$ cat src/rtl/ppcb_pkg.sv
// Shared types and codes for the ping-pong chunk buffer.
package ppcb_pkg;

    localparam int LIM_W   = 7;
    localparam int LEN_W   = 7;
    localparam int BYTE_W  = 8;
    localparam int CNT_W   = 6;
    localparam int Q_DEPTH = 4;

    localparam logic OP_WRITE  = 1'b0;
    localparam logic OP_READ   = 1'b1;
    localparam logic KIND_ACK  = 1'b0;
    localparam logic KIND_READ = 1'b1;
    localparam logic ST_OK     = 1'b0;
    localparam logic ST_ERR    = 1'b1;

    localparam logic [LIM_W-1:0] LIMIT_RESET = 7'd64;

    typedef struct packed {
        logic             kind;
        logic             status;
        logic             side;
        logic [CNT_W-1:0] count;
    } t_cmd;

    typedef struct packed {
        logic              en;
        logic              side;
        logic [CNT_W-1:0]  addr;
        logic [BYTE_W-1:0] data;
    } t_wr;

endpackage

$ cat src/rtl/ppcb_ifs.sv
// Input and output stream interfaces of the ping-pong chunk buffer.
interface ppcb_in_if;
    logic                          valid;
    logic                          ready;
    logic                          operation;
    logic [ppcb_pkg::BYTE_W-1:0]   data_byte;
    logic [ppcb_pkg::LEN_W-1:0]    chunk_len;
    logic                          chunk_last;

    modport source (output valid, operation, data_byte, chunk_len, chunk_last,
                    input ready);
    modport sink (input valid, operation, data_byte, chunk_len, chunk_last,
                  output ready);
endinterface

interface ppcb_out_if;
    logic                          valid;
    logic                          ready;
    logic                          result_kind;
    logic                          status;
    logic [ppcb_pkg::BYTE_W-1:0]   out_byte;
    logic                          last_flag;

    modport source (output valid, result_kind, status, out_byte, last_flag,
                    input ready);
    modport sink (input valid, result_kind, status, out_byte, last_flag,
                  output ready);
endinterface

$ cat src/rtl/ppcb_front.sv
// Front end: accepts words, tracks buffer state, issues byte writes and commands.
module ppcb_front #(
    parameter int BUF_DEPTH = 64
) (
    input  logic                        i_clk,
    input  logic                        i_rst_n,
    input  logic                        i_cfg_we,
    input  logic [ppcb_pkg::LIM_W-1:0]  i_cfg_data,
    ppcb_in_if.sink                     i_in,
    input  logic                        i_q_full,
    input  logic                        i_read_done,
    output logic                        o_q_push,
    output ppcb_pkg::t_cmd              o_q_cmd,
    output ppcb_pkg::t_wr               o_wr
);
    localparam int AW = $clog2(BUF_DEPTH);

    logic [ppcb_pkg::LIM_W-1:0] r_limit;
    logic [AW-1:0]              r_fill [2];
    logic [AW-1:0]              n_fill [2];
    logic [1:0]                 r_full, n_full;
    logic                       r_side, n_side;
    logic                       r_open, n_open;
    logic                       r_drop, n_drop;
    logic                       r_busy, n_busy;

    logic [AW-1:0]              cap;
    logic                       accept;

    always_comb begin
        if (r_limit >= ppcb_pkg::LIM_W'(BUF_DEPTH)) begin
            cap = AW'(BUF_DEPTH - 1);
        end else if (r_limit == '0) begin
            cap = '0;
        end else begin
            cap = AW'(r_limit - 7'd1);
        end
    end

    assign i_in.ready = !r_busy && !i_q_full;
    assign accept     = i_in.valid && i_in.ready;

    always_comb begin
        logic v_side;
        logic v_drop;
        logic v_pick;
        n_fill   = r_fill;
        n_full   = r_full;
        n_side   = r_side;
        n_open   = r_open;
        n_drop   = r_drop;
        n_busy   = r_busy;
        o_q_push = 1'b0;
        o_q_cmd  = '0;
        o_wr     = '0;
        v_side   = r_side;
        v_drop   = r_drop;
        v_pick   = r_side;
        if (i_read_done) begin
            n_busy = 1'b0;
        end
        if (accept && i_in.operation == ppcb_pkg::OP_WRITE) begin
            if (!r_open) begin
                v_drop = 1'b0;
                if (8'(n_fill[v_side]) + 8'(i_in.chunk_len) > 8'(cap)) begin
                    n_full[v_side] = 1'b1;
                    v_side         = ~v_side;
                    n_fill[v_side] = '0;
                    v_drop         = 8'(i_in.chunk_len) > 8'(cap);
                end
            end
            if (!v_drop && n_fill[v_side] < cap) begin
                o_wr.en        = 1'b1;
                o_wr.side      = v_side;
                o_wr.addr      = ppcb_pkg::CNT_W'(n_fill[v_side]);
                o_wr.data      = i_in.data_byte;
                n_fill[v_side] = n_fill[v_side] + 1'b1;
            end
            if (i_in.chunk_last) begin
                if (!v_drop && n_fill[v_side] >= cap) begin
                    n_full[v_side] = 1'b1;
                    v_side         = ~v_side;
                    n_fill[v_side] = '0;
                end
                o_q_push       = 1'b1;
                o_q_cmd.kind   = ppcb_pkg::KIND_ACK;
                o_q_cmd.status = v_drop ? ppcb_pkg::ST_ERR : ppcb_pkg::ST_OK;
                n_open         = 1'b0;
                n_drop         = 1'b0;
            end else begin
                n_open = 1'b1;
                n_drop = v_drop;
            end
            n_side = v_side;
        end else if (accept) begin
            if (r_full[~r_side]) begin
                v_pick = ~r_side;
            end else begin
                v_pick = r_side;
                n_side = ~r_side;
            end
            o_q_push     = 1'b1;
            o_q_cmd.kind = ppcb_pkg::KIND_READ;
            o_q_cmd.side = v_pick;
            n_busy       = 1'b1;
            if (r_fill[v_pick] == '0) begin
                o_q_cmd.status = ppcb_pkg::ST_ERR;
            end else begin
                o_q_cmd.status = ppcb_pkg::ST_OK;
                o_q_cmd.count  = ppcb_pkg::CNT_W'(r_fill[v_pick]);
                n_full[v_pick] = 1'b0;
                n_fill[v_pick] = '0;
            end
        end
    end

    always_ff @(posedge i_clk) begin
        if (!i_rst_n) begin
            r_limit <= ppcb_pkg::LIMIT_RESET;
            r_fill  <= '{default: '0};
            r_full  <= '0;
            r_side  <= 1'b0;
            r_open  <= 1'b0;
            r_drop  <= 1'b0;
            r_busy  <= 1'b0;
        end else begin
            if (i_cfg_we) begin
                r_limit <= i_cfg_data;
            end
            r_fill <= n_fill;
            r_full <= n_full;
            r_side <= n_side;
            r_open <= n_open;
            r_drop <= n_drop;
            r_busy <= n_busy;
        end
    end

endmodule

$ cat src/rtl/ppcb_cmd_fifo.sv
// Short command queue between the front end and the back end.
module ppcb_cmd_fifo (
    input  logic            i_clk,
    input  logic            i_rst_n,
    input  logic            i_push,
    input  ppcb_pkg::t_cmd  i_cmd,
    input  logic            i_pop,
    output logic            o_full,
    output logic            o_valid,
    output ppcb_pkg::t_cmd  o_cmd
);
    localparam int QW = $clog2(ppcb_pkg::Q_DEPTH);

    ppcb_pkg::t_cmd r_slot [ppcb_pkg::Q_DEPTH];
    logic [QW-1:0]  r_wp;
    logic [QW-1:0]  r_rp;
    logic [QW:0]    r_cnt;

    assign o_full  = r_cnt == (QW+1)'(ppcb_pkg::Q_DEPTH);
    assign o_valid = r_cnt != '0;
    assign o_cmd   = r_slot[r_rp];

    always_ff @(posedge i_clk) begin
        if (i_push) begin
            r_slot[r_wp] <= i_cmd;
        end
    end

    always_ff @(posedge i_clk) begin
        if (!i_rst_n) begin
            r_wp  <= '0;
            r_rp  <= '0;
            r_cnt <= '0;
        end else begin
            if (i_push) begin
                r_wp <= r_wp + 1'b1;
            end
            if (i_pop) begin
                r_rp <= r_rp + 1'b1;
            end
            case ({i_push, i_pop})
                2'b10:   r_cnt <= r_cnt + 1'b1;
                2'b01:   r_cnt <= r_cnt - 1'b1;
                default: r_cnt <= r_cnt;
            endcase
        end
    end

endmodule

$ cat src/rtl/ppcb_back.sv
// Back end: holds the byte store and streams result words from queued commands.
module ppcb_back #(
    parameter int BUF_DEPTH = 64
) (
    input  logic            i_clk,
    input  logic            i_rst_n,
    input  ppcb_pkg::t_wr   i_wr,
    input  logic            i_q_valid,
    input  ppcb_pkg::t_cmd  i_q_cmd,
    output logic            o_q_pop,
    output logic            o_read_done,
    ppcb_out_if.source      o_out
);
    localparam int AW = $clog2(BUF_DEPTH);

    logic [ppcb_pkg::BYTE_W-1:0] r_mem [2][BUF_DEPTH];
    logic [ppcb_pkg::BYTE_W-1:0] r_mem_q;

    logic          r_active;
    logic          r_rd_side;
    logic [AW-1:0] r_rd_addr;
    logic [AW-1:0] r_rem;

    logic r_s1_valid, r_s1_kind, r_s1_status, r_s1_last, r_s1_mem;

    logic                        r_out_valid, r_out_kind, r_out_status, r_out_last;
    logic [ppcb_pkg::BYTE_W-1:0] r_out_byte;

    logic out_free, s1_free, issue, last_issue, direct;

    assign out_free   = !r_out_valid || o_out.ready;
    assign s1_free    = !r_s1_valid || out_free;
    assign issue      = r_active && s1_free;
    assign last_issue = issue && r_rem == AW'(1);
    assign o_q_pop    = !r_active && i_q_valid && s1_free;
    assign direct     = o_q_pop && (i_q_cmd.kind == ppcb_pkg::KIND_ACK ||
                                    i_q_cmd.status == ppcb_pkg::ST_ERR);
    assign o_read_done = last_issue ||
                         (o_q_pop && i_q_cmd.kind == ppcb_pkg::KIND_READ &&
                          i_q_cmd.status == ppcb_pkg::ST_ERR);

    assign o_out.valid       = r_out_valid;
    assign o_out.result_kind = r_out_kind;
    assign o_out.status      = r_out_status;
    assign o_out.out_byte    = r_out_byte;
    assign o_out.last_flag   = r_out_last;

    always_ff @(posedge i_clk) begin
        if (i_wr.en) begin
            r_mem[i_wr.side][i_wr.addr[AW-1:0]] <= i_wr.data;
        end
    end

    always_ff @(posedge i_clk) begin
        if (issue) begin
            r_mem_q <= r_mem[r_rd_side][r_rd_addr];
        end
    end

    always_ff @(posedge i_clk) begin
        if (issue) begin
            r_s1_kind   <= ppcb_pkg::KIND_READ;
            r_s1_status <= ppcb_pkg::ST_OK;
            r_s1_last   <= last_issue;
            r_s1_mem    <= 1'b1;
        end else if (direct) begin
            r_s1_kind   <= i_q_cmd.kind;
            r_s1_status <= i_q_cmd.status;
            r_s1_last   <= 1'b1;
            r_s1_mem    <= 1'b0;
        end
        if (out_free) begin
            r_out_kind   <= r_s1_kind;
            r_out_status <= r_s1_status;
            r_out_last   <= r_s1_last;
            r_out_byte   <= r_s1_mem ? r_mem_q : '0;
        end
        if (o_q_pop && !direct) begin
            r_rd_side <= i_q_cmd.side;
            r_rd_addr <= '0;
            r_rem     <= i_q_cmd.count[AW-1:0];
        end else if (issue) begin
            r_rd_addr <= r_rd_addr + 1'b1;
            r_rem     <= r_rem - 1'b1;
        end
    end

    always_ff @(posedge i_clk) begin
        if (!i_rst_n) begin
            r_active    <= 1'b0;
            r_s1_valid  <= 1'b0;
            r_out_valid <= 1'b0;
        end else begin
            if (o_q_pop && !direct) begin
                r_active <= 1'b1;
            end else if (last_issue) begin
                r_active <= 1'b0;
            end
            if (issue || direct) begin
                r_s1_valid <= 1'b1;
            end else if (out_free) begin
                r_s1_valid <= 1'b0;
            end
            if (out_free) begin
                r_out_valid <= r_s1_valid;
            end
        end
    end

endmodule

$ cat src/rtl/ping_pong_chunk_buffer.sv
// Top level of the ping-pong chunk buffer.
//
//  channel    | direction | handshake     | payload
//  i_in_ch    | in        | valid / ready | operation, data_byte, chunk_len, chunk_last
//  o_out_ch   | out       | valid / ready | result_kind, status, out_byte, last_flag
//  i_cfg_*    | in        | write enable  | buffer_limit (7 bits)
//
// A read of n stored bytes is queued by the front end as one command; the back end then
// streams one byte per cycle through the single store read port while the output is not
// stalled; no new word is taken until the last byte has been read from the store.
// Synchronous active-low reset clears all buffer state; the store is not cleared.
// Either side may stall: a four-entry command queue and the output register decouple them.
module ping_pong_chunk_buffer #(
    parameter int BUF_DEPTH = 64
) (
    input  logic                        i_clk,
    input  logic                        i_rst_n,
    input  logic                        i_cfg_we,
    input  logic [ppcb_pkg::LIM_W-1:0]  i_cfg_data,
    ppcb_in_if.sink                     i_in_ch,
    ppcb_out_if.source                  o_out_ch
);
    ppcb_pkg::t_wr  wr;
    ppcb_pkg::t_cmd push_cmd;
    ppcb_pkg::t_cmd head_cmd;
    logic           q_push, q_full, q_valid, q_pop, read_done;

    ppcb_front #(
        .BUF_DEPTH (BUF_DEPTH)
    ) u_front (
        .i_clk       (i_clk),
        .i_rst_n     (i_rst_n),
        .i_cfg_we    (i_cfg_we),
        .i_cfg_data  (i_cfg_data),
        .i_in        (i_in_ch),
        .i_q_full    (q_full),
        .i_read_done (read_done),
        .o_q_push    (q_push),
        .o_q_cmd     (push_cmd),
        .o_wr        (wr)
    );

    ppcb_cmd_fifo u_fifo (
        .i_clk   (i_clk),
        .i_rst_n (i_rst_n),
        .i_push  (q_push),
        .i_cmd   (push_cmd),
        .i_pop   (q_pop),
        .o_full  (q_full),
        .o_valid (q_valid),
        .o_cmd   (head_cmd)
    );

    ppcb_back #(
        .BUF_DEPTH (BUF_DEPTH)
    ) u_back (
        .i_clk       (i_clk),
        .i_rst_n     (i_rst_n),
        .i_wr        (wr),
        .i_q_valid   (q_valid),
        .i_q_cmd     (head_cmd),
        .o_q_pop     (q_pop),
        .o_read_done (read_done),
        .o_out       (o_out_ch)
    );

endmodule

$ cat src/flat_wrapper.sv
// flat-port wrapper written by rule: the top's interface ports become plain ports
module ping_pong_chunk_buffer_flat 
#(
    parameter int BUF_DEPTH = 64
)
  (i_clk, i_rst_n, i_cfg_we, i_cfg_data, i_in_ch_valid, i_in_ch_operation, i_in_ch_data_byte, i_in_ch_chunk_len, i_in_ch_chunk_last, i_in_ch_ready, o_out_ch_valid, o_out_ch_result_kind, o_out_ch_status, o_out_ch_out_byte, o_out_ch_last_flag, o_out_ch_ready);
  ppcb_in_if i_in_ch_i ();
  ppcb_out_if o_out_ch_i ();
  input  logic i_clk;
  input  logic i_rst_n;
  input  logic i_cfg_we;
  input  logic [ppcb_pkg::LIM_W-1:0] i_cfg_data;
  input wire logic [$bits(i_in_ch_i.valid)-1:0] i_in_ch_valid;
  input wire logic [$bits(i_in_ch_i.operation)-1:0] i_in_ch_operation;
  input wire logic [$bits(i_in_ch_i.data_byte)-1:0] i_in_ch_data_byte;
  input wire logic [$bits(i_in_ch_i.chunk_len)-1:0] i_in_ch_chunk_len;
  input wire logic [$bits(i_in_ch_i.chunk_last)-1:0] i_in_ch_chunk_last;
  output wire logic [$bits(i_in_ch_i.ready)-1:0] i_in_ch_ready;
  output wire logic [$bits(o_out_ch_i.valid)-1:0] o_out_ch_valid;
  output wire logic [$bits(o_out_ch_i.result_kind)-1:0] o_out_ch_result_kind;
  output wire logic [$bits(o_out_ch_i.status)-1:0] o_out_ch_status;
  output wire logic [$bits(o_out_ch_i.out_byte)-1:0] o_out_ch_out_byte;
  output wire logic [$bits(o_out_ch_i.last_flag)-1:0] o_out_ch_last_flag;
  input wire logic [$bits(o_out_ch_i.ready)-1:0] o_out_ch_ready;
  assign i_in_ch_i.valid = i_in_ch_valid;
  assign i_in_ch_i.operation = i_in_ch_operation;
  assign i_in_ch_i.data_byte = i_in_ch_data_byte;
  assign i_in_ch_i.chunk_len = i_in_ch_chunk_len;
  assign i_in_ch_i.chunk_last = i_in_ch_chunk_last;
  assign i_in_ch_ready = i_in_ch_i.ready;
  assign o_out_ch_valid = o_out_ch_i.valid;
  assign o_out_ch_result_kind = o_out_ch_i.result_kind;
  assign o_out_ch_status = o_out_ch_i.status;
  assign o_out_ch_out_byte = o_out_ch_i.out_byte;
  assign o_out_ch_last_flag = o_out_ch_i.last_flag;
  assign o_out_ch_i.ready = o_out_ch_ready;
  ping_pong_chunk_buffer #(.BUF_DEPTH(BUF_DEPTH)) u_core (.i_clk(i_clk), .i_rst_n(i_rst_n), .i_cfg_we(i_cfg_we), .i_cfg_data(i_cfg_data), .i_in_ch(i_in_ch_i), .o_out_ch(o_out_ch_i));
endmodule
$ cat config.mk
export PLATFORM = sky130hd
export DESIGN_NAME = ping_pong_chunk_buffer_flat
export DESIGN_NICKNAME = d
export VERILOG_FILES = /design/src/rtl/ppcb_pkg.sv /design/src/rtl/ppcb_ifs.sv /design/src/rtl/ppcb_front.sv /design/src/rtl/ppcb_cmd_fifo.sv /design/src/rtl/ppcb_back.sv /design/src/rtl/ping_pong_chunk_buffer.sv /design/src/flat_wrapper.sv
export SDC_FILE = /design/constraint.sdc
export NUM_CORES = 1
export LEC_CHECK = 0
export ABC_AREA = 1
export BUFFER_PORTS_ARGS = -buffer_cell sky130_fd_sc_hd__buf_2
export CORE_MARGIN = 1
export CORE_UTILIZATION = 55
export DETAILED_ROUTE_END_ITERATION = 12
export HOLD_SLACK_MARGIN = 0.03
export PLACE_DENSITY = 0.71
export SYNTH_ARGS = -nofsm -noshare
export SYNTH_HDL_FRONTEND = slang
export SYNTH_HIERARCHICAL = 1
export SYNTH_SLANG_ARGS = --single-unit
$ cat constraint.sdc
create_clock -name i_clk -period 24 [get_ports i_clk]
set_input_delay 6 -clock i_clk [delete_from_list [all_inputs] [get_ports i_clk]]
set_output_delay 6 -clock i_clk [all_outputs]
set_load 0.1 [all_outputs]
==> metrics.md, run 1 <==
| Metric | Value |
|---|---|
| Compound-Gate Fraction of Synth Area | 0.02964 |
| CTS Buf Count | 111 |
| Core footprint | 88780 µm² |
| TNS Setup | 0 ns |
| Layout cell share with drive strength beyond 1 | 0.07291 |
| I/O pin cnt | 42 |
| Critical Path AT | 12.85 ns |
| Layout Cells excl Fill | 5938 |
| Kind of critical path | in -> reg |
| GPL Wtd Cong | 0.9467 |
| Worst path required time | 24.29 ns |
| Die width | 302.3 µm |
| Final WL | 126000 µm |
| Failing checks | max-capacitance violations, max-slew violations |
| Initial Util | 0.5586 |
| Syn_nets | 4797 |
| Commonest cells in the netlist | nand2_1 (1436), edfxtp_1 (1087), nand3_1 (672), nor2_1 (510), inv_1 (292) |
| Leakage | 0.02092 µW |
| Syn avg cell area | 10.49 µm² |
| CTS tree | built |
| Register-to-register setup slack | 15.49 ns |
| Post-synth ARST share | 0 |
| Longest Clk Path Bufs | 3 |
| Detailed Place HPWL | 72440 µm |
| Synth Area in XOR/XNOR | 0.002119 |
| Post-CTS Resized | 0 |
| GRT Overall Usage | 0.2732 |
| Cells after DPL | 5730 |
| Initial antenna violation count | 1 |
| Area leader, netlist | edfxtp_1 |
| Area growth from synthesis to layout | 9.100% |
| Vias | 34364 |
| DP Worst Slack | 11.00 ns |
| Final setup viols | 0 |
| CTS Sinks | 1134 |
| Gr ovfl total | 0 |
| Cells after Synth | 4726 |
| CP startpoint kind | input pin |
| Row count | 109 |
| CP Launch Point | i_in_ch_chunk_len[0] |
| Seq/Total Area, Yosys | 0.6772 |
| Tmin final | 12.55 ns |
| Post-CTS setup buffer count | 0 |
| Adder-Cell Fraction of Synth Area | 0.01090 |
| Clock transition at path regs | 0.06 ns |
| 1st-pass router iterations | 6 |
| Top cells by area, synth | edfxtp_1 (66%), nand2_1 (11%), nand3_1 (6.8%), nor2_1 (3.9%), inv_1 (2.2%) |
| RSZ-0062 raised after global routing | false |
| DR iter-0 viols | 4342 |
| Synth Area in Simple Gates | 0.2264 |
| F_max | 79.66 MHz |
| Top-count cell post-synth | nand2_1 |
| NumNets Final | 4749 |
| Max VDD drop | 0.08202 mV |
| Largest net degree at the start of global routing | 208 |
| DIE HEIGHT | 302.3 µm |
| Slowest Stage Delay on Critical Path | 1.16 ns |
| Final core utilization | 0.6094 |
| Yosys reg bits | 1134 |
| Cell Pwr Density | 117.1 nW/µm² |
| First-pass GRT wire length | 188400 µm |
| Number of global-route vias before repair | 32141 |
| Crit Path Max Fanout | 15 |
| Die area | 91370 µm² |
| Syn. warnings | 6 |
| Most frequent CP cell | inv_1 |
| Post-CTS Hold Buffers | 0 |
| CP endpoint kind | flop |
| Pins Over Slew Limit | 9 |
| Max-Cap Viols | 1 |
| Crit-path leading delay family | simple AND/OR/NAND/NOR gates |
| Reg2Reg Launch Point | u_core/u_front/r_side |
| Final ANT Viol Nets | 0 |
| CP max-delay cell | nor3_2 |
| Cell variety after synth | 48 |
| Share of the synthesized area in the top cell type | 0.6582 |
| IO buf count | 41 |
| Worst-skew pair later-pin latency | 0.69 ns |
| Post-DR wirelength/cell | 21.23 µm |
| Final period utilization | 0.5231 |
| Post-Syn Area | 49590 µm² |
| Top_reg_cell synth | edfxtp_1 |
| Outcome | finished with violations |
| Slew margin rel. | -0.03141 |
| Least-Margin Pin Slew | 1.539 ns |
| Antenna cells | 0 |
| Worst Skew | 0.02328 ns |
| Fin worst setup slack | 11.45 ns |
| Hold Path Class | reg -> reg |
| Vias/cell | 5.787 |
| DRC | 0 |
| Hold Vio Cnt, Final | 0 |
| Clock root cell | clkbuf_16 |
| Mux contribution to synthesized area | 0.0006055 |
| Launch point of the worst hold path | u_core/u_back/r_s1_last |
| EDFF count, synth | 1087 |
| Buffers & Inverters on Critical Path | 12 |
| Main combinational cell family by area after synthesis | simple AND/OR/NAND/NOR gates |
| H-tree depth | 3 |
[through the flow]
step	area (µm²)	total power, µW	hold WS, ns
4_1_cts	54110	6310	0.4262
3_3_place_gp	50380	4541	0.4058
5_1_grt	54110	6636	0.4455
2_1_floorplan	49590	4000	0.4003
6_report	54110	6338	0.4234
3_5_place_dp	50380	4565	0.4115
[cells in the final DEF (no fill, tap or decap), types with 10 or more instances in the layout]
cell type  netlist  routed
bufinv_16        0      10
clkinv_1         4      25
o21ai_0        166     166
clkbuf_1        62      16
nand2_1       1436    1436
a31oi_1         15      15
nor2_2          20      14
nor2_4           1      10
edfxtp_1      1087    1087
nor2_1         510     507
dfxtp_1         47      43
ha_1            40      40
clkinv_2         0      25
clkbuf_16        0     118
inv_1          292     291
buf_2          107      41
a21oi_1         60      60
inv_2           11      10
nand3_1        672     672
nor3_1          41      31
buf_4           21      46
[worst reg2reg max path: cells and delay by family (launching register included)]
| kind | cells | cell delay (ns) |
|---|---|---|
| and+or+nand+nor | 16 | 3.78 |
| adders and majority gates | 4 | 1.33 |
| buffers and inverters | 11 | 1.29 |
| AOI/OAI and AO/OA | 4 | 1.10 |
| DFF | 1 | 0.47 |
| xor gates and xnor gates | 1 | 0.16 |
[layer usage]
metal | share of wire | up-vias | GRT usage
met1 | 0.40 | 16313 | 0.3821
met3 | 0.10 | 267 | 0.04862
met5 | 0 | - | 0
met4 | 0.034 | 0 | 0.09788
met2 | 0.47 | 1923 | 0.4316
li1 | - | 15861 | -
[kinds of logic after synthesis]
family          count (synthesis)
mux                             3
buf+inv                       562
fa+ha+maj                      42
simple gates                 2707
compound gates                266
flops                        1134
xor+xnor                       12
[registers in the layout, summed over array words and instances (netlist names), 2 cells and up, named ones only]
signal	flops
u_core/u_back/r_rem	6
u_core/u_back/r_mem	1024
u_core/u_fifo/r_slot	36
u_core/u_front/r_full	2
u_core/u_fifo/r_rp	2
u_core/u_back/r_mem_q	8
u_core/u_fifo/r_cnt	3
u_core/u_front/r_fill	12
u_core/u_front/r_limit	7
u_core/u_back/o_out.out_byte	8
u_core/u_back/r_rd_addr	6
u_core/u_fifo/r_wp	2
[worst paths after layout]
path                                         to  cells after the start
setup / recovery    u_core/u_back/r_mem[0][425]                     36
hold / removal    u_core/u_back/o_out.last_flag                      0
setup reg to reg    u_core/u_back/r_mem[0][425]                     36
hold reg to reg   u_core/u_back/o_out.last_flag                      0
[power breakdown]
part	internal [µW]	total, µW	switching [µW]
combinational	577	2210	1630
clock	1010	1760	745
sequential	2290	2370	82.2
total	3880	6340	2460
[layout make-up]
cell class,count,area (µm²)
clock inverter,71,670.6
timing repair buffer,91,630.6
fill,7020,34680
tap,1165,1458
sequential,1134,33590
clock buffer,137,3054
multi-input combinational,3030,13500
inverter,310,1196
Power figures use the tool's default switching activity.
==> run 2, diff against run 1 <==
--- a/config.mk
+++ b/config.mk
@@ -11,7 +11,7 @@
 export CORE_UTILIZATION = 55
 export DETAILED_ROUTE_END_ITERATION = 12
 export HOLD_SLACK_MARGIN = 0.03
-export PLACE_DENSITY = 0.71
+export PLACE_DENSITY = 0.74
 export SYNTH_ARGS = -nofsm -noshare
 export SYNTH_HDL_FRONTEND = slang
 export SYNTH_HIERARCHICAL = 1
==> constraint.sdc (replaced) <==
create_clock -name i_clk -period 11.37 [get_ports i_clk]
set_input_delay 2.8425 -clock i_clk [delete_from_list [all_inputs] [get_ports i_clk]]
set_output_delay 2.8425 -clock i_clk [all_outputs]
set_load 0.1 [all_outputs]
==> run 2 against run 1 <==
Against the previous run:
- the run now ends clean
- combinational power increased by 110%
- non-clock buffer count decreased by 7
- critical path depth is 1 lower
- sequential share of layout area rose by 0.31 points
- wire length decreased by 0.68%
- largest power group unchanged
- register-to-register slack got worse by 13 ns
- hold slack better by 0.0013 ns
- global-route usage shrank 0.19 points
- sequential cell count unchanged
- worst setup slack worse by 9.7 ns
- clock-buffer cell count is 1 higher
==> metrics.md, run 2 (synthesized netlist as in run 1, its figures left out) <==
| Metric | Value |
|---|---|
| Largest net degree at the start of global routing | 216 (+3.8%) |
| Worst hold slack | 0.4246 ns (+0.001292 ns) |
| Hold Vio Cnt, Final | 0 (unchanged) |
| CTS tree | built |
| Max reg flops | 1024 (unchanged) |
| NumNets Final | 4741 (-0.17%) |
| Layout cell share with drive strength beyond 1 | 0.06661 (-0.006299) |
| Worst path required time | 11.65 ns (-12.64 ns) |
| GRT Overall Usage | 0.2714 (-0.001864) |
| Tmin final | 9.642 ns |
| Area growth from synthesis to layout | 8.565% |
| DRC | 0 (unchanged) |
| Commonest non-fill, non-tap cell in the layout | nand2_1 |
| Gr ovfl total | 0 (unchanged) |
| CP max-delay cell | nor3_1 |
| Number of global-route vias before repair | 32828 (+2.1%) |
| Leakage | 0.02078 µW (-0.68%) |
| Clock transition at path regs | 0.06 ns (about the same) |
| Slowest Stage Delay on Critical Path | 0.96 ns (-0.20 ns) |
| Clock root cell | clkbuf_16 |
| Longest Clk Path Bufs | 3 (unchanged) |
| TNS Setup | 0 ns (unchanged) |
| Least-Margin Pin Slew | 1.213 ns (-0.3261 ns) |
| Filler Cell Count | 6914 (-1.5%) |
| Row count | 109 (unchanged) |
| Vias | 34441 (+0.22%) |
| Max VDD drop | 0.2402 mV (+190%) |
| CTS Sinks | 1134 (unchanged) |
| Post-CTS Resized | 0 (unchanged) |
| 1st-pass router iterations | 9 (+3) |
| Worst-skew pair later-pin latency | 0.68 ns (about the same) |
| CP endpoint kind | flop |
| CTS Buf Count | 110 (-0.90%) |
| Post-DR wirelength/cell | 21.13 µm (-0.47%) |
| Kind of critical path | in -> reg |
| Die width | 302.3 µm (unchanged) |
| Initial antenna violation count | 1 (unchanged) |
| Initial Util | 0.5586 (unchanged) |
| Max-Cap Viols | 0 (-1) |
| I/O pin cnt | 42 (unchanged) |
| RSZ-0062 raised after global routing | false |
| Post-CTS setup buffer count | 0 (unchanged) |
| GPL Wtd Cong | 0.9143 (-3.4%) |
| First-pass GRT wire length | 188400 µm (about the same) |
| Critical Path AT | 9.93 ns (-2.92 ns) |
| Area of the multi-input gates | 13490 µm² (-0.11%) |
| Final ANT Viol Nets | 0 (unchanged) |
| Post-CTS Hold Buffers | 0 (unchanged) |
| Buffers & Inverters on Critical Path | 11 (-1) |
| DR iter-0 viols | 4230 (-2.6%) |
| Detailed Place HPWL | 71250 µm (-1.6%) |
| DIE HEIGHT | 302.3 µm (unchanged) |
| Final period utilization | 0.8480 |
| Hold Path Class | reg -> reg |
| Register area | 33590 µm² (unchanged) |
| Final setup viols | 0 (unchanged) |
| Crit Path Max Fanout | 15 (unchanged) |
| H-tree depth | 3 (unchanged) |
| Commonest cells after routing, fill and taps aside | nand2_1 (1436), edfxtp_1 (1087), nand3_1 (672), nor2_1 (507), inv_1 (291) |
| Core footprint | 88780 µm² (unchanged) |
| Crit-path leading delay family | simple AND/OR/NAND/NOR gates |
| Outcome | completed |
| Cell Pwr Density | 244.2 nW/µm² (+110%) |
| Worst Skew | 0.02299 ns (-0.0002900 ns) |
| Final WL | 125200 µm (-0.68%) |
| Vias/cell | 5.812 (+0.43%) |
| CP startpoint kind | input pin |
| F_max | 103.7 MHz |
| Slew margin rel. | 0.1854 (+0.2168) |
| Pins Over Slew Limit | 0 (-9) |
| Die area | 91370 µm² (unchanged) |
| IO buf count | 41 (unchanged) |
| Most frequent CP cell | inv_1 |
==> run 2: cell types whose count changed in the layout (fill, tap and decap cells not counted), moves of 3 or more <==
cell        before  now
buf_12           4    7
buf_4           46   36
clkbuf_1        16   27
clkbuf_16      118  111
clkbuf_8         3    0
clkinv_1        25   30
clkinv_2        25   18
clkinv_4         3    0
clkinvlp_4       7    3
==> run 2: worst register-to-register path: cells and delay by family (launching register included) <==
family                   cells  cell delay, ns
AND/OR/NAND/NOR             16            4.11
adder cells (fa/ha/maj)      4            1.31
buffers and inverters       10            1.22
AO/OA/AOI/OAI                4            1.07
flip-flops                   1            0.47
XOR/XNOR                     1            0.17
==> run 2: final timing paths <==
| kind | from | endpoint | slack (ns) | cells past startpoint |
|---|---|---|---|---|
| min | u_core/u_back/r_s1_last | u_core/u_back/o_out.last_flag | 0.42 | 0 |
| max | i_in_ch_chunk_len[0] | u_core/u_back/r_mem[1][485] | 1.73 | 35 |
| min reg2reg | u_core/u_back/r_s1_last | u_core/u_back/o_out.last_flag | 0.42 | 0 |
| max reg2reg | u_core/u_front/r_side | u_core/u_back/r_mem[1][485] | 2.61 | 35 |
==> run 2: cell type report <==
class	instances	area share
flip-flops and latches	1134	0.6240
multi-input cells	3030	0.2505
clock buffers	138	0.05347
well taps	1165	0.02707
inverters	310	0.02224
repair buffers	84	0.01143
clock inverters	63	0.01122
diodes	2	0.00009296
==> run 2: stage by stage <==
| step | power, µW | worst slack, ns | utilization | instance area, µm² | std cells |
|---|---|---|---|---|---|
| finish | 13150 | 1.728 | 0.6064 | 53840 | 5926 |
| global route | 13790 | 1.201 | 0.6064 | 53840 | 5924 |
| CTS | 13090 | 1.869 | 0.6064 | 53840 | 5924 |
| detailed placement | 9571 | 1.200 | 0.5671 | 50350 | 5723 |
| global placement | 9509 | 1.447 | 0.5671 | 50350 | 5723 |
| floorplan | 8442 | 1.493 | - | 49590 | 4726 |
==> run 2: metal layers <==
metal,track usage,up-vias,wire length (µm)
met5,0,-,0
met4,0.09752,0,4181
met3,0.04331,294,12360
met2,0.4436,1870,59410
met1,0.3694,16428,49240
li1,-,15849,-
==> run 2: report_power, final <==
| part | internal [µW] | total (µW) | switching (µW) |
|---|---|---|---|
| clock network | 2020 | 3550 | 1530 |
| registers | 4830 | 5010 | 181 |
| logic | 1220 | 4590 | 3370 |
| total | 8070 | 13100 | 5080 |
